File: src/hdl/dpjs_pkg.sv
package dpjs_pkg;

  localparam int ELEM_W   = 32;
  localparam int DOT_W    = 2 * ELEM_W;
  localparam int NORM_W   = 64;
  localparam int LEN_W    = 13;
  localparam int FIX_W    = 17;
  localparam int BYTE_W   = 8;
  localparam int FRAC_SH  = 16;

  localparam int SUM_W    = NORM_W + 1;
  localparam int NUM_W    = DOT_W + FRAC_SH;
  localparam int SL_W     = SUM_W + LEN_W;
  localparam int Q20_W    = DOT_W + 5;
  localparam int THR_W    = Q20_W + FRAC_SH;
  localparam int RB_W     = SL_W + BYTE_W;
  localparam int DSH_W    = SL_W + BYTE_W - 1;
  localparam int CNT_W    = $clog2(DOT_W);

  localparam int QDEPTH   = 2;
  localparam int PTR_W    = $clog2(QDEPTH);
  localparam int QLVL_W   = $clog2(QDEPTH + 1);

  localparam logic [FIX_W-1:0]  FIX_ONE  = FIX_W'(1 << FRAC_SH);
  localparam logic [BYTE_W-1:0] BYTE_MAX = {BYTE_W{1'b1}};

  typedef struct packed {
    logic [DOT_W-1:0]  dot;
    logic [NORM_W-1:0] norm_a;
    logic [NORM_W-1:0] norm_b;
  } job_t;

  typedef struct packed {
    logic              empty;
    logic [QLVL_W-1:0] level;
  } q_status_t;

  typedef enum logic [3:0] {
    B_IDLE,
    B_QDIV,
    B_THR,
    B_MUL,
    B_CHK,
    B_FRAC,
    B_FRND,
    B_BYTE,
    B_BRND,
    B_DONE
  } back_state_t;

endpackage

File: src/hdl/dpjs_queue.sv
module dpjs_queue
  import dpjs_pkg::*;
(
  input  logic      clk,
  input  logic      rst,
  input  logic      enq,
  input  job_t      enq_job,
  input  logic      deq,
  output job_t      deq_job,
  output q_status_t q_stat
);

  job_t              mem [QDEPTH];
  logic [PTR_W-1:0]  wr_ptr;
  logic [PTR_W-1:0]  rd_ptr;
  logic [QLVL_W-1:0] level;

  function automatic logic [PTR_W-1:0] ptr_inc(input logic [PTR_W-1:0] p);
    return (p == PTR_W'(QDEPTH - 1)) ? '0 : p + 1'b1;
  endfunction

  always_ff @(posedge clk) begin
    if (enq) begin
      mem[wr_ptr] <= enq_job;
    end
  end

  always_ff @(posedge clk) begin
    if (rst) begin
      wr_ptr <= '0;
      rd_ptr <= '0;
      level  <= '0;
    end else begin
      if (enq) begin
        wr_ptr <= ptr_inc(wr_ptr);
      end
      if (deq) begin
        rd_ptr <= ptr_inc(rd_ptr);
      end
      level <= level + QLVL_W'(enq) - QLVL_W'(deq);
    end
  end

  assign deq_job = mem[rd_ptr];
  assign q_stat  = '{empty: (level == '0), level: level};

endmodule

File: config.mk
export PLATFORM = sky130hd
export DESIGN_NAME = dpjs_queue
export DESIGN_NICKNAME = d
export VERILOG_FILES = /design/src/hdl/dpjs_pkg.sv /design/src/hdl/dpjs_queue.sv
export SDC_FILE = /design/constraint.sdc
export NUM_CORES = 1
export LEC_CHECK = 0
export BUFFER_PORTS_ARGS = -buffer_cell sky130_fd_sc_hd__buf_2
export CAP_MARGIN = 15
export CORE_ASPECT_RATIO = 1.25
export CORE_MARGIN = 5
export CORE_UTILIZATION = 56
export DETAILED_ROUTE_END_ITERATION = 10
export PLACE_DENSITY = 0.82
export SYNTH_ARGS = -nofsm -noshare
export SYNTH_HDL_FRONTEND = slang
export SYNTH_SLANG_ARGS = --single-unit
File: constraint.sdc
create_clock -name clk -period 15.7 [get_ports clk]
set_input_delay 0 -clock clk [delete_from_list [all_inputs] [get_ports clk]]
set_output_delay 0 -clock clk [all_outputs]
set_load 0.01 [all_outputs]
# Word-level counts from Yosys, hierarchy flattened
# Memories as Yosys holds them, arrays and structs flattened. A register that Yosys moved wholly into a read port is not among the register bits.
# Cells that the tools add are included.
# totals
input_bits	196
word_cells	15
out_inout_bits	195
regBits	4
mem_bits_rw	384
latchBits	0
rom_bits	0
mem_count	1
# classes
muxes	6
n_shift	0
eq_ne	0
n_lt_le_gt_ge	0
n_reduce_logical	1
n_div	0
bitwise_logic	0
mul	0
add_sub_neg	4
# mem_list
name	depth	word_bits	read_ports	rd_ports_with_merged_regs	write_ports	line	rtl
mem	2	192	1	1	1	dpjs_queue.sv:13	job_t mem [QDEPTH];
# ops
op	count
$mux 1	6
$add 1x1->1 const B	2
$add 2x1->2	1
$logic_not 2->1	1
$sub 2x1->2	1

# Depth between registers and ports, before layout
# depth
word_depth	4
mapped_depth	6
ltp_nobuf	6

# Worst setup path after synthesis
# OpenSTA, ideal clock, no wires.
# synth_path
path_type	register -> register
start	register wr_ptr
end	memory mem[0][0] in the netlist's numbering (enable)
stages_incl_launch_ff	2
setup_time_ns	0.770
setup_slack_ns	6.133
arrival_time_ns	8.796
path_cell_list	dfxtp_1 > nor2b_1
# synth_rtl
item	line	rtl
from (decl)	dpjs_queue.sv:14	logic [PTR_W-1:0] wr_ptr;
from (signal assigned)	dpjs_queue.sv:35	wr_ptr <= ptr_inc(wr_ptr);
to (decl)	dpjs_queue.sv:13	
# Straight into the memory's write port.

==> reports/summary.txt <==
Clock power frac - 0.350
flop and latch count out of synthesis - 389
Die W - 152 um
CTS Buf Count - 36
r2r worst-path depth - 2
yosys warns - 0
crit path buf inv count - 2
row count - 65
Final period util - 0.176
library cells used by synthesis - 12
RD Place Congestion - 0.762
Buffers on Ports - 390
status - completed
maxcap violations - 0
clk buf depth - 3
CTS H-Tree Depth - 2
global-route usage over all layers - 0.241
cell area after synthesis - 0.0141 sq mm
crit path DAT - 2760 ps
Fillers - 1297
CP max stage delay - 900 ps
Layout area overhead - 37.4%
CTS tree - done
largest net degree at the start of global routing - 81
final hold violations - 0
syn_area_per_cell - 22.9 sq um
Clock Skews - 13.0 ps
register area share after synthesis - 0.823
first-pass GRT wire length - 53000 um
Max Freq - 362 MHz
Final min period - 2760 ps
Slew Viols, Final - 0
RR Endpoint - mem[0][41]$_DFFE_PP_
crit path kind - register to output port
PostCTS Resize Cnt - 0
DR pass1 iterations - 7
CTS root buffer - clkbuf_16
layout cell share with drive strength beyond 1 - 0.514
Setup crit end - deq_job[188]
Leak - 7.35 nW
Routed WL - 35200 um
flop2flop setup slack - 13030 ps
vias in the first global route - 9249
RR Startpoint - wr_ptr$_SDFFE_PP0P_
P_sw - 0.536 mW
Worst EP required - 15700 ps
DIE AREA - 0.0285 sq mm
clk_lat worst skew - 510 ps
# hold bufs at CTS - 196
CP cell instances - buf_4 -> mux2_2 -> buf_2
CP delay by family, top - buffers and inverters
sequential share of power - 0.524
Setup Buffers After CTS - 0
post-route ant nets - 0
DRT iter0 DRCs - 446
via/cell ratio - 5.18
maximum vdd ir drop - 116 uV
DRC viols - 0
Vias - 8262
switching share of power - 0.228
I/O pins - 391
Comb pwr share - 0.126
Int Pwr - 1.82 mW
Hold Path Class - input pin to register
Post-Route Setup TNS - 0 ps
RSZ-0062 raised after global routing - no
Final nets - 1424
CTS clk-pin slew, worst paths - 70 ps
tightest hold margin - 221 ps
cells after synthesis - 617
CORE AREA - 0.0250 sq mm
Levels on crit path - 3
effective utilization at floorplan - 0.564
Critical Path Fanout Max - 76
Synth Net Count - 815
DP Wirelength - 19500 um
slowest CP cell - buf_4
Finish-stage setup viols - 0
CP Launch Type - register
clk sinks - 389
Die Ht - 188 um
Slew headroom - 0.266
power density over cell area - 121 mW/mm^2
crit end category - output port
total power draw - 2.36 mW
WL/cell - 22.1 um
gr ovfl total - 0
Worst Tran Pin Value - 1100 ps
Layout Utilization - 0.775
initial antenna violation count - 7
==> worst min-delay path by stage <==
| stage | slack, ps | cells past startpoint | end | startpoint |
|---|---|---|---|---|
| floorplan | 70 | 1 | level[0]$_SDFF_PP0_ | rst |
| global placement | 190 | 1 | mem[0][128]$_DFFE_PP_ | enq_job[128] |
| detailed placement | 190 | 1 | mem[1][128]$_DFFE_PP_ | enq_job[128] |
| CTS | 180 | 2 | mem[1][107]$_DFFE_PP_ | enq_job[107] |
| global route | 200 | 2 | mem[0][158]$_DFFE_PP_ | enq_job[158] |
| finish | 220 | 2 | mem[0][104]$_DFFE_PP_ | enq_job[104] |
==> worst reg2reg max path, cell delays in order, from the launching register on <==
cell and delay, ps:
dfxtp_1 370, nor2b_4 870, buf_4 960
==> flip-flops by register name, indices dropped and copies added (netlist names), named ones only <==
register,flops
level,2
mem,384
rd_ptr,1
wr_ptr,1
==> synth_stat cells <==
master      n  share of area
inv_1       2        0.00053
ha_1        2         0.0018
xnor2_1     2         0.0012
buf_6      20          0.016
dfxtp_1     5         0.0071
and2_1      1        0.00044
nor2b_1     2        0.00089
edfxtp_1  384           0.82
xnor3_1     1         0.0016
nor2_1      5         0.0013
mux2_2    192           0.15
buf_2       1        0.00035
==> cell type report <==
type                       count  area [sq um]  area share
sequential                   389         11600       0.599
inverter                       2          7.51    0.000387
antenna                        6          15.0    0.000773
clock buffer                  46           970      0.0499
timing repair buffer         592          3960       0.204
tap                          335           419      0.0216
multi-input combinational    205          2270       0.117
clock inverter                19           143     0.00734
==> cells by family (layout without fill, tap and decap cells) <==
group / after synthesis / in the layout / synth area share
buf+inv: 23 / 659 / 0.0168
simple gates: 8 / 8 / 0.00266
other cells: 0 / 6 / 0
fa+ha+maj: 2 / 2 / 0.00177
mux: 192 / 192 / 0.153
xor+xnor: 3 / 3 / 0.00283
flops: 389 / 389 / 0.823
==> metrics by stage <==
step                      cell area [sq um]  setup slack (ps)  cells
after floorplan                       14100              6130    617
after global placement                16300             13100   1327
after detailed placement              16300             13110   1327
after CTS                             19400             12930   1588
after global routing                  19400             12820   1594
final                                 19400             12940   1594
==> cells in the final DEF, fill, tap and decap left out, drive strengths merged <==
cell type,Yosys,routed
and2,1,1
bufinv,0,1
dfxtp,5,5
ha,2,2
mux2,192,192
buf,21,396
nor2b,2,2
edfxtp,384,384
clkinvlp,0,2
xnor3,1,1
clkinv,0,13
dlygate4sd3,0,196
diode,0,6
nor2,5,5
clkbuf,0,46
inv,2,5
xnor2,2,2
==> power groups by stage <==
stage / Combinational (mW) / Clock [mW] / Sequential, mW
5_1_grt: 0.315 / 0.887 / 1.24
3_5_place_dp: 0.247 / 0 / 1.26
6_report: 0.296 / 0.824 / 1.24
3_3_place_gp: 0.243 / 0 / 1.25
2_1_floorplan: 0.147 / 0 / 1.26
4_1_cts: 0.290 / 0.831 / 1.23
==> routing by layer <==
layer | share of wire | global-route usage | up-vias
met3 | 0.068 | 0.0674 | 100
met2 | 0.55 | 0.449 | 385
li1 | - | - | 3696
met4 | 0.046 | 0.107 | 2
met1 | 0.33 | 0.253 | 4079
met5 | 0.00020 | 0 | -
Power figures use the tool's default switching activity.
