===== config.mk =====
export PLATFORM = sky130hd
export DESIGN_NAME = dpjs_front
export DESIGN_NICKNAME = d
export VERILOG_FILES = /design/src/hdl/dpjs_pkg.sv /design/src/hdl/dpjs_front.sv
export SDC_FILE = /design/constraint.sdc
export NUM_CORES = 2
export LEC_CHECK = 0
export ABC_AREA = 1
export BUFFER_PORTS_ARGS = -buffer_cell sky130_fd_sc_hd__buf_2
export CORE_ASPECT_RATIO = 0.5
export CORE_UTILIZATION = 33
export CTS_BUF_LIST = sky130_fd_sc_hd__clkbuf_8
export CTS_CLUSTER_DIAMETER = 100
export CTS_CLUSTER_SIZE = 16
export DETAILED_ROUTE_END_ITERATION = 10
export GPL_ROUTABILITY_DRIVEN = 0
export GPL_TIMING_DRIVEN = 0
export PLACE_DENSITY = 0.49
export RECOVER_POWER = 100
export SLEW_MARGIN = 20
export SYNTH_ARGS = -nofsm -noshare
export SYNTH_HDL_FRONTEND = slang
export SYNTH_SLANG_ARGS = --single-unit

===== constraint.sdc =====
create_clock -name clk -period 28.8 [get_ports clk]
set_input_delay 2.88 -clock clk [delete_from_list [all_inputs] [get_ports clk]]
set_output_delay 2.88 -clock clk [all_outputs]
set_load 0.02 [all_outputs]

===== src/hdl/dpjs_pkg.sv =====
package dpjs_pkg;

  localparam int ELEM_W   = 32;
  localparam int DOT_W    = 2 * ELEM_W;
  localparam int NORM_W   = 64;
  localparam int LEN_W    = 13;
  localparam int FIX_W    = 17;
  localparam int BYTE_W   = 8;
  localparam int FRAC_SH  = 16;

  localparam int SUM_W    = NORM_W + 1;
  localparam int NUM_W    = DOT_W + FRAC_SH;
  localparam int SL_W     = SUM_W + LEN_W;
  localparam int Q20_W    = DOT_W + 5;
  localparam int THR_W    = Q20_W + FRAC_SH;
  localparam int RB_W     = SL_W + BYTE_W;
  localparam int DSH_W    = SL_W + BYTE_W - 1;
  localparam int CNT_W    = $clog2(DOT_W);

  localparam int QDEPTH   = 2;
  localparam int PTR_W    = $clog2(QDEPTH);
  localparam int QLVL_W   = $clog2(QDEPTH + 1);

  localparam logic [FIX_W-1:0]  FIX_ONE  = FIX_W'(1 << FRAC_SH);
  localparam logic [BYTE_W-1:0] BYTE_MAX = {BYTE_W{1'b1}};

  typedef struct packed {
    logic [DOT_W-1:0]  dot;
    logic [NORM_W-1:0] norm_a;
    logic [NORM_W-1:0] norm_b;
  } job_t;

  typedef struct packed {
    logic              empty;
    logic [QLVL_W-1:0] level;
  } q_status_t;

  typedef enum logic [3:0] {
    B_IDLE,
    B_QDIV,
    B_THR,
    B_MUL,
    B_CHK,
    B_FRAC,
    B_FRND,
    B_BYTE,
    B_BRND,
    B_DONE
  } back_state_t;

endpackage


===== src/hdl/dpjs_front.sv =====
module dpjs_front
  import dpjs_pkg::*;
(
  input  logic                     clk,
  input  logic                     rst,
  input  logic                     push,
  output logic                     full,
  input  logic signed [ELEM_W-1:0] elem_a,
  input  logic signed [ELEM_W-1:0] elem_b,
  input  logic [NORM_W-1:0]        norm_sq_a,
  input  logic [NORM_W-1:0]        norm_sq_b,
  input  logic                     same_vector,
  input  logic                     last,
  input  q_status_t                q_stat,
  output logic                     enq,
  output job_t                     enq_job
);

  logic                    s1_valid;
  logic                    s1_last;
  logic                    s1_same;
  logic signed [DOT_W-1:0] s1_prod;
  logic [NORM_W-1:0]       s1_na;
  logic [NORM_W-1:0]       s1_nb;
  logic [DOT_W-1:0]        acc;
  logic [DOT_W-1:0]        dot_sum;
  logic [QLVL_W:0]         fill;
  logic                    accept;

  // count a last item still in the product stage as already queued
  assign fill   = {1'b0, q_stat.level} + {{QLVL_W{1'b0}}, s1_valid & s1_last};
  assign full   = fill >= (QLVL_W + 1)'(QDEPTH);
  assign accept = push & ~full;

  always_ff @(posedge clk) begin
    if (rst) begin
      s1_valid <= 1'b0;
    end else begin
      s1_valid <= accept;
    end
  end

  always_ff @(posedge clk) begin
    if (accept) begin
      s1_prod <= elem_a * elem_b;
      s1_last <= last;
      s1_same <= same_vector;
      s1_na   <= norm_sq_a;
      s1_nb   <= norm_sq_b;
    end
  end

  assign dot_sum = acc + s1_prod;

  always_ff @(posedge clk) begin
    if (rst) begin
      acc <= '0;
    end else if (s1_valid) begin
      acc <= s1_last ? '0 : dot_sum;
    end
  end

  assign enq     = s1_valid & s1_last & ~s1_same;
  assign enq_job = '{dot: dot_sum, norm_a: s1_na, norm_b: s1_nb};

endmodule


======== Word level (Yosys, flattened, before mapping) ========
Cells that the tools add are included.
storage, ports and cells
  register bits after elaboration ......... 259
  logic and storage cells ................. 17
  bits of input ports ..................... 200
  output and inout port bits .............. 194
operators by class
  multiplexer cells ....................... 1
  magnitude comparators ................... 1
  bitwise logic cells ..................... 5
  add/sub/neg operators ................... 2
  multipliers ............................. 1
operators by type and width
  kind                                                                   count
  64-bit adder                                                           1
  32-bit by 32-bit multiplier with 64-bit output                         1
  64-bit 2-to-1 mux                                                      1
  2-bit by 1-bit adder with 3-bit output                                 1
  1-bit AND                                                              3
  3-bit by 2-bit >= comparator with 1-bit output, second input constant  1
  1-bit inverter                                                         2

======== Longest topological paths before layout ========
  depth after elaboration ................. 5
  depth in mapped cells ................... 32

======== Worst setup path after synthesis ========
Ideal clock, no wire load.
  kind .................................... input to register
  start ................................... input q_stat[0] (netlist bit)
  end ..................................... register s1_last (enable)
  required time ........................... 28049 ps
  data arrival time ....................... 11236 ps
  path slack .............................. 16812 ps
  buffers on the path ..................... 0
  library setup time ...................... 751 ps
  stages on the path ...................... 2
  path through ............................ a31o_2 nor2_1
on the way
  longest elaborated chain between the ends .. 4
ends and longest elaborated chain
  element                                         line              RTL
  start: declaration                              dpjs_front.sv:14  input q_status_t q_stat,
  2-bit by 1-bit adder with 3-bit output          dpjs_front.sv:31  assign fill = {1'b0, q_stat.level} + {{QLVL_W{1'b0}}, s1_valid & s1_last};
  3-bit by 2-bit >= comparator with 1-bit output  dpjs_front.sv:32  assign full = fill >= (QLVL_W + 1)'(QDEPTH);
  1-bit inverter                                  dpjs_front.sv:33  assign accept = push & ~full;
  1-bit AND                                       dpjs_front.sv:33
  net accept                                      dpjs_front.sv:28  logic accept;
  end signal: assignment                          dpjs_front.sv:46  s1_last <= last;
  end: declaration                                dpjs_front.sv:20  logic s1_last;
The timed path passes the listed nets, and every way through them passes these cells.
A chain may end at the register's enable or synchronous reset.

======== Worst setup path in the final report ========
  start ................................... input elem_a[31]
  end ..................................... register s1_prod[60], data pin
on the way
  longest elaborated chain between the ends .. 1
ends and longest elaborated chain
  element                                         line              RTL
  start: declaration                              dpjs_front.sv:8   input logic signed [ELEM_W-1:0] elem_a,
  32-bit by 32-bit multiplier with 64-bit output  dpjs_front.sv:45  s1_prod <= elem_a * elem_b;
  end signal: assignment                          dpjs_front.sv:45
  end: declaration                                dpjs_front.sv:22  logic signed [DOT_W-1:0] s1_prod;
No other way between the ends.

==> results.md <==
Floorplanning:
- The die is ~560 um wide.
- The I/O pin count is 394.
- The number of placement rows is 102.
- The full die area is approximately 0.16 mm2.
- The starting density of the core is 33.5%.
- The die is 283 um tall.
- The core outline area is about 0.16 mm2.

Drt:
- Across all layers, the routed design uses ~43,000 vias.
- The count of antenna-violating nets left after detailed routing is 0.
- The first routing iteration left approximately 3,900 violations.
- For this run, design rule violations remaining after detail routing come to 0.
- After detailed routing, the number of vias per cell comes to approximately 4.8.
- Dividing the detail-routed wire length by the instance count gives between 20 and 25 um.
- Summed over all layers, the routed wires come to 211,000 um.
- The first detailed-routing pass ran for 6 iterations.

STA:
- The worst slew slack as a fraction of its limit is -0.432%.
- Of the available clock period, the critical path in the final layout requires between 40% and 50%.
- The total negative slack is 0 ps.
- For the final database, setup skew stands at between 20 and 25 ps.
- Setup repair after global routing left no endpoint under its margin.
- The slew at the pin closest to its max-slew limit is approximately 1500 ps.
- The count of pins over their slew limit is 28.
- The count of final setup violators is 0.
- Static timing analysis puts the maximum clock frequency at approximately 84 MHz.
- The number of failing hold endpoints at the final stage is 0.
- On the final layout, the worst hold slack is between 400 and 500 ps.
- The smallest clock period supported by the final layout is computed as between 10,000 and 15,000 ps.

Global routing:
- The sum of overflow across all layers after global routing is 0.
- Entering global routing, the biggest net connects 30 pins.
- The first-pass GRT wire length is about 300,000 um.
- For this run, the total global-route usage over all layers was measured as roughly a quarter.
- The number of antenna violations at the first check in global routing is 4.
- The via count of the first global-routing pass came to about 44,000.

Run status:
- The flow ran to the end, but the final reports show violations.
- The final reports fail on max-capacitance violations, max-slew violations.

Clock tree:
- The number of gates resized after CTS was 0.
- For this design, the sink count on the clock tree is about 260.
- The deepest clock path buffer count is 3.
- The number of hold buffers added after CTS was 0.
- The latest clock arrival within the worst-skew pair is ~610 ps.
- The clock tree root buffer cell is sky130_fd_sc_hd__clkbuf_8.
- The clock slew at the register clock pins of the worst setup and hold paths is approximately 100 ps.
- The number of clock buffers added by TritonCTS is 20.
- In this run the number of H-tree levels came out at 1.
- After clock tree synthesis, the setup repair step added 0 buffers.
- TritonCTS built the clock tree.

Logic synthesis:
- The number of nets handed over by synthesis was 8,115.
- After synthesis, flip-flops and latches occupy around 14% of the total area.
- The count of yosys warnings during synthesis is 0.
- Synthesis produced a netlist whose cell count is around 6,600.
- Counting flops and latches in the post-synthesis netlist gives between 200 and 300.
- The combined area of all synthesized cells is between 0.05 and 0.06 mm2.
- Counting distinct cell types in the post-synthesis netlist gives 40.
- The mean area per synthesized cell is 7.93 um2.

Setup path:
- The most critical setup path has its startpoint at elem_a[31].
- On the critical path, the stage with the largest delay is an instance of sky130_fd_sc_hd__fa_1.
- The worst setup path is launched from an input pin.
- At the worst endpoint, the required time is 29,140 ps.
- In this run the critical register-to-register path is launched from s1_last.
- In this design, the stage delay of the slowest critical-path cell is 1180 ps.
- For the worst setup path, the data arrival time is around 12,000 ps.
- The critical path start-end classification is input pin to flop.
- Of all nets on the critical path, the largest fanout is 10.
- The worst setup path is captured at a flop.
- The cell repeated most along the worst path is sky130_fd_sc_hd__fa_1.

Layout:
- Compared with the post-synthesis result, the final layout area differs by 8.98%.
- The fraction of layout instances using a drive strength above 1 is 4.31%.
- The non-filler instance count after layout is roughly 9,100.
- The total number of nets in the final design is between 8,000 and 9,000.
- The count of filler cells inserted in the layout is 16,800.

Hold path:
- The worst hold path belongs to the class flop to flop.
- The startpoint identified for the worst hold timing path is acc[10].

Run:
- The tool flagged a number of max-cap violations equal to 1.

Placement:
- The number of buffer cells added on primary ports is 391.
- The cell count after placement is 9,066.
- The placed wire-length estimate is around 180,000 um.
critical path, delay by kind of cell:
family	cells	cell delay, ps
adders and majority gates	9	5890
AOI/OAI and AO/OA	1	270
buffers and inverters	8	1840
and+or+nand+nor	8	1220
synth_stat cells, drive strengths merged:
master | number | area (um2)
a21boi | 5 | 37.5
a21o | 10 | 75.1
a21oi | 189 | 950
a31o | 1 | 8.76
a31oi | 7 | 43.8
and2 | 32 | 200
and3 | 14 | 87.6
buf | 3 | 15.0
clkbuf | 209 | 785
dfxtp | 65 | 1300
edfxtp | 194 | 5830
fa | 1083 | 21700
ha | 247 | 3090
inv | 1969 | 7390
nand2 | 1895 | 7150
nand3 | 148 | 751
nand3b | 2 | 15.0
nand4 | 24 | 150
nor2 | 263 | 1040
nor3 | 32 | 190
nor4 | 6 | 43.8
o211ai | 2 | 25.0
o21a | 1 | 7.51
o21ai | 61 | 305
o21bai | 17 | 128
o31ai | 3 | 22.5
or2 | 17 | 106
xnor2 | 16 | 140
xor2 | 70 | 643
final timing paths:
kind / slack (ps) / end / cells after the start
worst max-delay path: 16940 / s1_prod[60] / 26
worst min-delay path: 470 / acc[10] / 2
worst max register to register: 22200 / s1_nb[52] / 7
worst min register to register: 470 / acc[10] / 2
registers in the layout, indices dropped and copies added, names as in the netlist:
signal    count
s1_last       1
acc          64
s1_nb        64
s1_valid      1
s1_na        64
s1_prod      64
s1_same       1
layer usage:
metal,GRT usage (%),wire length [um],vias up
li1,-,-,19600
met1,35.3,88900,21500
met2,41.7,92300,1863
met3,6.29,21100,326
met4,9.14,8810,6
met5,0,42,-
placed cells by master, fill, tap and decap left out, types with 16 or more instances in the layout:
cell type                  instances
sky130_fd_sc_hd__a21oi_1         188
sky130_fd_sc_hd__and2_1           22
sky130_fd_sc_hd__buf_2           202
sky130_fd_sc_hd__clkbuf_1        387
sky130_fd_sc_hd__clkbuf_2         22
sky130_fd_sc_hd__clkbuf_8         21
sky130_fd_sc_hd__dfxtp_1          65
sky130_fd_sc_hd__edfxtp_1        194
sky130_fd_sc_hd__fa_1           1083
sky130_fd_sc_hd__ha_1            247
sky130_fd_sc_hd__inv_1          1970
sky130_fd_sc_hd__nand2_1        1888
sky130_fd_sc_hd__nand3_1         147
sky130_fd_sc_hd__nand4_1          24
sky130_fd_sc_hd__nor2_1          251
sky130_fd_sc_hd__nor3_1           31
sky130_fd_sc_hd__o21ai_0          61
sky130_fd_sc_hd__o21bai_1         17
sky130_fd_sc_hd__or2_2            17
sky130_fd_sc_hd__xnor2_1          16
sky130_fd_sc_hd__xor2_1           66
cell type report:
class / count / area (um2) / share of cell area [%]
repair buffers: 402 / 1790 / 3.14
multi-input cells: 4145 / 36800 / 64.7
clock inverters: 15 / 61.3 / 0.108
clock buffers: 21 / 289 / 0.508
well taps: 2080 / 2600 / 4.57
flip-flops and latches: 259 / 7130 / 12.5
diodes: 1 / 2.50 / 0.00440
inverters: 1969 / 7390 / 13.0
plain buffers: 212 / 827 / 1.45
per-stage QoR:
stage / setup slack (ps) / util, % / cell area, um2
finish: 16940 / 36.5 / 56900
detailed placement: 16520 / 36.6 / 57000
CTS: 17170 / 36.8 / 57400
floorplan: 16810 / - / 52200
global route: 16630 / 36.5 / 56900
global placement: 13050 / 36.4 / 56800
cell families after synthesis:
group                    share of synthesized area (%)
AND/OR/NAND/NOR                                   18.6
buffers and inverters                             15.7
adder cells (fa/ha/maj)                           47.4
AO/OA/AOI/OAI                                     3.07
flip-flops                                        13.6
XOR/XNOR                                          1.50
Power is left out: the tool's default activity adds up to more than one toggle a clock period on the data nets, which glitch-free logic cannot reach.
