`config.mk`:
```
export PLATFORM = sky130hd
export DESIGN_NAME = dpjs_back
export DESIGN_NICKNAME = d
export VERILOG_FILES = /design/src/hdl/dpjs_pkg.sv /design/src/hdl/dpjs_back.sv
export SDC_FILE = /design/constraint.sdc
export NUM_CORES = 2
export LEC_CHECK = 0
export ABC_AREA = 0
export BUFFER_PORTS_ARGS = -buffer_cell sky130_fd_sc_hd__buf_4
export CORE_AREA = 3 3 318 320
export CTS_BUF_LIST = sky130_fd_sc_hd__clkbuf_4
export CTS_CLUSTER_SIZE = 25
export DETAILED_ROUTE_END_ITERATION = 7
export DIE_AREA = 0 0 321 323
export PLACE_DENSITY = 0.88
export SYNTH_ARGS = -nofsm -noshare
export SYNTH_HDL_FRONTEND = slang
export SYNTH_SLANG_ARGS = --single-unit
```
`constraint.sdc`:
```
create_clock -name clk -period 28 [get_ports clk]
set_input_delay 5.6 -clock clk [delete_from_list [all_inputs] [get_ports clk]]
set_output_delay 5.6 -clock clk [all_outputs]
set_load 0.005 [all_outputs]
```
`src/hdl/dpjs_pkg.sv`:
```
package dpjs_pkg;

  localparam int ELEM_W   = 32;
  localparam int DOT_W    = 2 * ELEM_W;
  localparam int NORM_W   = 64;
  localparam int LEN_W    = 13;
  localparam int FIX_W    = 17;
  localparam int BYTE_W   = 8;
  localparam int FRAC_SH  = 16;

  localparam int SUM_W    = NORM_W + 1;
  localparam int NUM_W    = DOT_W + FRAC_SH;
  localparam int SL_W     = SUM_W + LEN_W;
  localparam int Q20_W    = DOT_W + 5;
  localparam int THR_W    = Q20_W + FRAC_SH;
  localparam int RB_W     = SL_W + BYTE_W;
  localparam int DSH_W    = SL_W + BYTE_W - 1;
  localparam int CNT_W    = $clog2(DOT_W);

  localparam int QDEPTH   = 2;
  localparam int PTR_W    = $clog2(QDEPTH);
  localparam int QLVL_W   = $clog2(QDEPTH + 1);

  localparam logic [FIX_W-1:0]  FIX_ONE  = FIX_W'(1 << FRAC_SH);
  localparam logic [BYTE_W-1:0] BYTE_MAX = {BYTE_W{1'b1}};

  typedef struct packed {
    logic [DOT_W-1:0]  dot;
    logic [NORM_W-1:0] norm_a;
    logic [NORM_W-1:0] norm_b;
  } job_t;

  typedef struct packed {
    logic              empty;
    logic [QLVL_W-1:0] level;
  } q_status_t;

  typedef enum logic [3:0] {
    B_IDLE,
    B_QDIV,
    B_THR,
    B_MUL,
    B_CHK,
    B_FRAC,
    B_FRND,
    B_BYTE,
    B_BRND,
    B_DONE
  } back_state_t;

endpackage

```
`src/hdl/dpjs_back.sv`:
```
module dpjs_back
  import dpjs_pkg::*;
(
  input  logic              clk,
  input  logic              rst,
  input  logic [LEN_W-1:0]  len,
  input  q_status_t         q_stat,
  input  job_t              deq_job,
  output logic              deq,
  input  logic              pop,
  output logic              empty,
  output logic              exists,
  output logic [FIX_W-1:0]  jaccard_fixed,
  output logic [BYTE_W-1:0] jaccard_byte
);

  back_state_t       state;
  back_state_t       state_next;
  logic [CNT_W-1:0]  cnt;
  logic              neg;
  logic [DOT_W-1:0]  mag;
  logic [DOT_W-1:0]  dvd;
  logic [LEN_W-1:0]  rem;
  logic [SUM_W-1:0]  sum;
  logic [SL_W-1:0]   mcand;
  logic [LEN_W-1:0]  mlen;
  logic [SL_W-1:0]   sl;
  logic [SL_W-1:0]   den;
  logic [SL_W-1:0]   fr;
  logic [FRAC_SH-1:0] fq;
  logic [RB_W-1:0]   rb;
  logic [DSH_W-1:0]  dsh;
  logic [BYTE_W-1:0] bq;
  logic              res_exists;
  logic [FIX_W-1:0]  res_fixed;
  logic [BYTE_W-1:0] res_byte;
  logic              out_valid;
  logic              out_load;

  logic [DOT_W-1:0]  mag_c;
  logic [LEN_W:0]    t_div;
  logic              div_ge;
  logic [LEN_W:0]    t_div_sub;
  logic [Q20_W-1:0]  q20;
  logic [THR_W-1:0]  thr;
  logic              exists_c;
  logic [NUM_W-1:0]  num;
  logic              sat_c;
  logic [SL_W-1:0]   den_c;
  logic [SL_W:0]     fr_t;
  logic              fr_ge;
  logic [SL_W:0]     fr_sub;
  logic [RB_W-1:0]   nb;
  logic [RB_W-1:0]   rb_init;
  logic              rb_ge;
  logic [RB_W-1:0]   rb_sub;
  logic              byte_round;

  assign mag_c = deq_job.dot[DOT_W-1] ? (~deq_job.dot + 1'b1) : deq_job.dot;

  // one quotient bit of |dot| / len per cycle
  assign t_div     = {rem, dvd[DOT_W-1]};
  assign div_ge    = t_div >= {1'b0, len};
  assign t_div_sub = t_div - {1'b0, len};

  // threshold: q * 20 in Q.16 against the norm sum
  assign q20      = ({{(Q20_W-DOT_W){1'b0}}, dvd} << 4)
                  + ({{(Q20_W-DOT_W){1'b0}}, dvd} << 2);
  assign thr      = {q20, {FRAC_SH{1'b0}}};
  assign exists_c = ~neg && (dvd != '0) && ({{(THR_W-SUM_W){1'b0}}, sum} < thr);

  assign num   = {mag, {FRAC_SH{1'b0}}};
  // denominator not positive, or num >= den: clamp to one
  assign sat_c = (num >= {{(NUM_W-SL_W){1'b0}}, sl})
              || ({num, 1'b0} >= {{(NUM_W+1-SL_W){1'b0}}, sl});
  assign den_c = sl - num[SL_W-1:0];

  assign fr_t   = {fr, 1'b0};
  assign fr_ge  = fr_t >= {1'b0, den};
  assign fr_sub = fr_t - {1'b0, den};

  assign nb      = {{(RB_W-SL_W){1'b0}}, fr};
  assign rb_init = (nb << BYTE_W) - nb;
  assign rb_ge   = rb >= {1'b0, dsh};
  assign rb_sub  = rb - {1'b0, dsh};

  assign byte_round = {rb[SL_W-1:0], 1'b0} >= {1'b0, den};

  always_ff @(posedge clk) begin
    if (rst) begin
      state <= B_IDLE;
    end else begin
      state <= state_next;
    end
  end

  always_comb begin
    state_next = state;
    deq        = 1'b0;
    out_load   = 1'b0;
    case (state)
      B_IDLE: begin
        if (!q_stat.empty) begin
          deq        = 1'b1;
          state_next = B_QDIV;
        end
      end
      B_QDIV: begin
        if (cnt == '0) begin
          state_next = B_THR;
        end
      end
      B_THR: begin
        state_next = exists_c ? B_MUL : B_DONE;
      end
      B_MUL: begin
        if (cnt == '0) begin
          state_next = B_CHK;
        end
      end
      B_CHK: begin
        state_next = sat_c ? B_DONE : B_FRAC;
      end
      B_FRAC: begin
        if (cnt == '0) begin
          state_next = B_FRND;
        end
      end
      B_FRND: begin
        state_next = B_BYTE;
      end
      B_BYTE: begin
        if (cnt == '0) begin
          state_next = B_BRND;
        end
      end
      B_BRND: begin
        state_next = B_DONE;
      end
      B_DONE: begin
        if (!out_valid || pop) begin
          out_load   = 1'b1;
          state_next = B_IDLE;
        end
      end
      default: begin
        state_next = B_IDLE;
      end
    endcase
  end

  always_ff @(posedge clk) begin
    case (state)
      B_IDLE: begin
        if (deq) begin
          neg <= deq_job.dot[DOT_W-1];
          mag <= mag_c;
          dvd <= mag_c;
          rem <= '0;
          sum <= {1'b0, deq_job.norm_a} + {1'b0, deq_job.norm_b};
          cnt <= CNT_W'(DOT_W - 1);
        end
      end
      B_QDIV: begin
        rem <= div_ge ? t_div_sub[LEN_W-1:0] : t_div[LEN_W-1:0];
        dvd <= {dvd[DOT_W-2:0], div_ge};
        cnt <= cnt - 1'b1;
      end
      B_THR: begin
        res_exists <= exists_c;
        res_fixed  <= '0;
        res_byte   <= '0;
        sl         <= '0;
        mcand      <= {{(SL_W-SUM_W){1'b0}}, sum};
        mlen       <= len;
        cnt        <= CNT_W'(LEN_W - 1);
      end
      B_MUL: begin
        if (mlen[0]) begin
          sl <= sl + mcand;
        end
        mcand <= mcand << 1;
        mlen  <= mlen >> 1;
        cnt   <= cnt - 1'b1;
      end
      B_CHK: begin
        if (sat_c) begin
          res_fixed <= FIX_ONE;
          res_byte  <= BYTE_MAX;
        end
        den <= den_c;
        fr  <= num[SL_W-1:0];
        fq  <= '0;
        cnt <= CNT_W'(FRAC_SH - 1);
      end
      B_FRAC: begin
        fr  <= fr_ge ? fr_sub[SL_W-1:0] : fr_t[SL_W-1:0];
        fq  <= {fq[FRAC_SH-2:0], fr_ge};
        cnt <= cnt - 1'b1;
      end
      B_FRND: begin
        // round half up from the leftover remainder, then start 255 * J
        res_fixed <= {1'b0, fq} + FIX_W'(fr_ge);
        fr        <= num[SL_W-1:0];
        rb        <= '0;
        dsh       <= {den, {(BYTE_W-1){1'b0}}};
        bq        <= '0;
        cnt       <= CNT_W'(BYTE_W);
      end
      B_BYTE: begin
        if (cnt == CNT_W'(BYTE_W)) begin
          rb <= rb_init;
        end else begin
          if (rb_ge) begin
            rb <= rb_sub;
          end
          bq  <= {bq[BYTE_W-2:0], rb_ge};
          dsh <= dsh >> 1;
        end
        cnt <= cnt - 1'b1;
      end
      B_BRND: begin
        // round half up from the leftover remainder
        res_byte <= bq + BYTE_W'(byte_round);
      end
      B_DONE: begin
      end
      default: begin
      end
    endcase
  end

  always_ff @(posedge clk) begin
    if (rst) begin
      out_valid <= 1'b0;
    end else if (out_load) begin
      out_valid <= 1'b1;
    end else if (pop) begin
      out_valid <= 1'b0;
    end
  end

  always_ff @(posedge clk) begin
    if (out_load) begin
      exists        <= res_exists;
      jaccard_fixed <= res_fixed;
      jaccard_byte  <= res_byte;
    end
  end

  assign empty = ~out_valid;

endmodule

```
Word-level counts from Yosys, hierarchy flattened
Index checks and enable logic that the tools add are counted.

storage, ports and cells
  bits in registers = 790
  input port bits = 211
  output and inout port bits = 28
  logic and storage cells = 135

cells by class
  $add $sub $neg = 12
  magnitude comparators = 7
  equal/unequal tests = 21
  muxes and demuxes = 41
  bitwise logic cells = 3
  reduce and logical (&&, ||, !) cells = 28

operators with widths
  cell                                                             number
  78-bit one-hot mux with 2 select lines                           3
  86-bit two-way mux                                               2
  86-bit one-hot mux with 2 select lines                           1
  85-bit one-hot mux with 2 select lines                           1
  79-bit by 78-bit greater-or-equal comparator with 1-bit output   2
  78-bit two-way mux                                               2
  78-bit subtractor                                                2
  64-bit two-way mux                                               2
  64-bit one-hot mux with 2 select lines                           1
  86-bit by 85-bit greater-or-equal comparator with 1-bit output   1
  86-bit by 78-bit subtractor with 86-bit output                   1
  86-bit by 85-bit subtractor with 86-bit output                   1
  65-bit by 85-bit < comparator with 1-bit output                  1
  85-bit two-way mux                                               1
  81-bit by 78-bit greater-or-equal comparator with 1-bit output   1
  80-bit by 78-bit greater-or-equal comparator with 1-bit output   1
  78-bit adder                                                     1
  68-bit by 66-bit adder with 69-bit output                        1
  64-bit by 64-bit adder with 65-bit output                        1
  64-bit by 1-bit adder with 64-bit output, second input constant  1
  64-bit NOT                                                       1
  64-bit nonzero test                                              1
  13-bit one-hot mux with 2 select lines                           2
  17-bit one-hot mux with 3 select lines                           1
  other kinds (36)                                                 80

Logic depth before layout (Yosys ltp)
  depth in word-level cells = 5
  mapped depth = 26
  gate-level depth less buffers = 26

Worst setup path after synthesis
OpenSTA, ideal clock, no wires.

  path kind = in2out
  start point = input port q_stat[2] (netlist bit)
  end point = output port deq
  arrival time = 14.566 ns
  setup slack = 7.834 ns
  stages on the path = 1
  path buffers = 0
  cell sequence = nor3_1

on the way
  word-level cells in the longest chain between the ends = 2

ends and longest elaborated chain
  element            line              RTL
  start, declared    dpjs_back.sv:7    input q_status_t q_stat,
  1-bit two-way mux  dpjs_back.sv:103  if (!q_stat.empty) begin
  1-bit two-way mux  dpjs_back.sv:101  case (state)
  end, declared      dpjs_back.sv:9    output logic deq,

No other way between the ends.

Final worst setup path
Same ends and word-level chain as after synthesis.

==> results.txt <==
- The critical path is of the in2out type.
- Synthesis handed over a netlist of 7948 instances.
- Upper clock frequency limit: 0.0796 GHz
* Placed cell areas: a little over 70000 um2
* Die height: 323 um
- After detailed routing, the average wire length per cell comes to 21.6 um.
* Synthesized-area fraction occupied by xor and xnor cells: 6.98%
- The most used flip-flop cell after synthesis is sky130_fd_sc_hd__edfxtp_1.
- Source of the critical timing path: q_stat[2]
- Aggregate global routing overflow: 0
* Async set-reset flop share out of synthesis: 0%
* # setup viols final: 0
- CTS built an H-tree with a depth of 4.
* Distinct cell type count of the synthesized netlist: 106
- Min Tclk post-route: 12570 ps
- Register-to-register setup slack: 20940 ps
* First-pass DRT Iterations: 6
* Critical-path maximum fanout: between 60 and 70
- Maximum buffer depth of the clock tree: 3
* Total count of hold-check failures in the final report: 0
* Synthesis warning total: 0
- For this block, the initial DRC count from the detailed router was 6552.
* Combined area of all synthesized cells: 68700 um2
- Clock transition at the registers of the reported paths: around 70 ps
* Count of vias placed by the detailed router: 63.2k
- Source of the worst hold timing path: res_fixed[9]$_DFFE_PP_
- CP dominant cell by count: sky130_fd_sc_hd__buf_4
- Across the routed clock network, the largest skew measured is 78.1 ps.
* Number of antenna violations at the first check in global routing: 6
* Endpoint of the worst hold path: jaccard_fixed[9]$_DFFE_PP_
- CTS hold repair buffers: 0
* Leading cell types in the layout, fill and taps excluded: 847 x sky130_fd_sc_hd__nand2_1, 785 x sky130_fd_sc_hd__edfxtp_1, 773 x sky130_fd_sc_hd__a21oi_1
* I/O pin count: approximately 240
- STA puts the critical path data arrival time at 6970 ps.
* Post-Syn Area per Cell: 8.65 um2
* Run status: completed
* Final Max Tran Viols: 0
* Port buffer count: 236
* Power consumption: just under 6 mW
- Via count of the first global-routing pass: 60.0k
- Setup repair after global routing left no endpoint under its margin.
- On the critical path, the stage with the largest delay is an instance of sky130_fd_sc_hd__buf_4.
* Area share of and/or/nand/nor cells after synthesis: 16.9%
- Wire length of the first global-routing pass: 318000 um
* Instance count along the most critical hold path: 0
- The initial utilization of the core area, before any placement, comes to 69.8%.
- Number of maximum-capacitance constraint violations: 0
* Filler Cell Count: between 7k and 8k
- Proportion of layout cells with a drive suffix above 1: ~8.5%
* Leakage: 31.1 nW
* Launching point of the worst reg2reg path: dvd[2]$_DFFE_PP_
- Measured on the finished design, the core utilization comes to 75.1%.
* Number of flops mapped to enable cells by yosys: 785
- DIE AREA: 104000 um2
- Counting both buffers and inverters, the worst setup path holds a total of 3.
- Headroom to the max-slew limit: a little under a quarter
* Area growth from synthesis to final layout: 7.60%
* Final routed wirelength across all metal layers: 206000 um
- Multiplexer cells account for 0.552% of the synthesized area.
- In the routed layout, each cell is associated on average with a via count of 6.63.
- Maximum vdd drop: ~0.000067 V
- In this design, the stage delay of the slowest critical-path cell is 720 ps.
* Post-route ant nets: 0
* Commonest non-fill, non-tap cell in the layout: sky130_fd_sc_hd__nand2_1
- Total global-route track usage: about two fifths
- Total non-filler cell area in the finished layout: 73900 um2
- In the final layout, flip-flops and latches occupy 23700 um2.
- Post-Route Setup TNS: 0 ps
- Endpoint required time on the critical path: between 20000 and 25000 ps
* Cell Pwr Density: slightly below 80 nW/um2
- Std cell rows: between 100 and 150
- TritonCTS built the clock tree.
- Counting the buffers created by CTS gives around 200.
* Post-cts gate resize count: 0
- Critical Path End Type: output pin
- The number of nets handed over by synthesis was 8928.
- Counting flops and latches in the post-synthesis netlist gives 790.
- Final worst path period share: 44.9%
- After detailed routing, the number of remaining DRC violations is 0.
* Post-synthesis adder-cell area fraction: roughly 14%
- Post-synthesis compound-gate area fraction: approximately 22%
* Family with the most delay on the worst path: buffers and inverters
* Setup bufs post-CTS: 0
* List of cells traversed by the critical path: buf_4 -> nor3_2 -> buf_4 -> buf_4
* Slew of the pin with the lowest slew margin: 1140 ps
- Startpoint kind of the worst setup timing path: primary input
- Clock sinks: 790
- The endpoint identified for the worst register-to-register timing path is res_exists$_DFFE_PP_.
- Count of cells along the worst register-to-register path: 22
- Dominant combinational cell family by area after synthesis: compound AO/OA/AOI/OAI gates
* Register area share after synthesis: 34.4%
- The multi-input combinational cells in the finished layout cover a total of 41900 um2.
- Die W: 321 um
- Entering global routing, the biggest net connects 148 pins.
* Min-delay worst type: reg2reg
- Detailed placer's ending HPWL: 161000 um
- Root Buffer: sky130_fd_sc_hd__clkbuf_4
* Floorplan core area: 98400 um2
- At the end of the flow, the number of nets in the layout was 9069.
- The congestion estimate from routability-driven global placement came to 1.00.
* Skew-Pair Late Insertion Delay: approximately 1200 ps
state kept, by name (all words and copies together) (netlist names), 6 cells and up:
register / flops
sum: 65
jaccard_fixed: 17
res_byte: 8
rem: 13
den: 78
fr: 78
rb: 86
sl: 78
mcand: 78
dsh: 85
dvd: 64
jaccard_byte: 8
mag: 64
cnt: 6
mlen: 13
bq: 8
fq: 16
res_fixed: 17
layer usage:
layer | wire length, um | global-route usage [%]
met2 | 93000 | 61.7
met4 | 9850 | 18.4
met3 | 21700 | 6.08
met5 | 0 | 0
met1 | 81600 | 51.7
through the flow:
step           setup WS, ps  hold WS [ps]  instances
2_1_floorplan          7830           400       7948
4_1_cts               15440           419       9535
6_report              15430           418       9541
5_1_grt               15380           421       9538
3_3_place_gp          15500           400       9169
3_5_place_dp          15460           405       9169
synth_stat cells (all sizes together) (20+ instances only):
cell type    n  area share (%)
nand2      853             4.7
edfxtp     785              34
a21oi      775             5.6
ha         762              14
nor2       690             3.8
o21ai      561             4.1
inv        539             2.9
a21o       362             4.0
xnor2      342             4.4
clkbuf     308             1.7
xor2       206             2.6
nand4      197             1.8
nand3      144             1.1
nor3       126            0.92
o21bai      99             1.1
and3        93            0.85
a211oi      83            0.91
nand2b      82            0.76
nor2b       81            0.74
o21a        76            0.83
a31oi       75            0.68
o31ai       56            0.62
nor4        53            0.50
o211ai      53            0.58
and2        49            0.45
or3         40            0.39
o22ai       29            0.26
buf         28            0.20
or2         28            0.25
a21boi      26            0.28
a221oi      24            0.33
a2111oi     21            0.28
a211o       20            0.25
worst register-to-register path, stage by stage (launching register included):
cell and delay (ps):
sky130_fd_sc_hd__edfxtp_1 430, sky130_fd_sc_hd__ha_1 230, sky130_fd_sc_hd__inv_1 70, sky130_fd_sc_hd__fa_1 390, sky130_fd_sc_hd__nand2b_1 190, sky130_fd_sc_hd__a21oi_1 330, sky130_fd_sc_hd__o21ai_0 170, sky130_fd_sc_hd__nand2_1 180
sky130_fd_sc_hd__o21ai_0 240, sky130_fd_sc_hd__o41ai_2 780, sky130_fd_sc_hd__a21oi_1 290, sky130_fd_sc_hd__o31ai_1 310, sky130_fd_sc_hd__xnor2_1 160, sky130_fd_sc_hd__ha_1 320, sky130_fd_sc_hd__nand4_1 80, sky130_fd_sc_hd__nor3_1 420
sky130_fd_sc_hd__nand4_1 140, sky130_fd_sc_hd__o31a_1 420, sky130_fd_sc_hd__nor4_1 300, sky130_fd_sc_hd__nand4_1 200, sky130_fd_sc_hd__nor4_1 290, sky130_fd_sc_hd__nand4b_1 470, sky130_fd_sc_hd__and2_1 350
power breakdown:
part	leakage, nW	switching (mW)	internal, mW
combinational	22.4	1.80	1.13
clock	1.59	0.514	0.558
sequential	7.12	0.210	1.61
cell families (layout without fill, tap and decap cells):
| group | Yosys count | count (layout) |
|---|---|---|
| AO/OA/AOI/OAI | 2434 | 2434 |
| XOR/XNOR | 548 | 548 |
| adder cells (fa/ha/maj) | 769 | 769 |
| buffers and inverters | 875 | 1175 |
| flip-flops | 790 | 790 |
| multiplexers | 35 | 35 |
| other | 0 | 6 |
| AND/OR/NAND/NOR | 2497 | 2497 |
area by class of cell:
cell class                 count  area share [%]
timing repair buffer         270            2.76
clock inverter                86           0.851
inverter                     539            2.74
multi-input combinational   6283            56.6
antenna                        6          0.0203
tap                         1287            2.18
clock buffer                 280            2.84
sequential                   790            32.0
how the worst max path moves through the flow:
| stage | endpoint | slack (ps) | cells after the start |
|---|---|---|---|
| final | deq | 15430 | 4 |
| after global routing | deq | 15380 | 4 |
| after CTS | deq | 15440 | 4 |
| after detailed placement | deq | 15460 | 4 |
| after global placement | deq | 15500 | 4 |
| after floorplan | deq | 7830 | 1 |
Power figures use the tool's default switching activity.
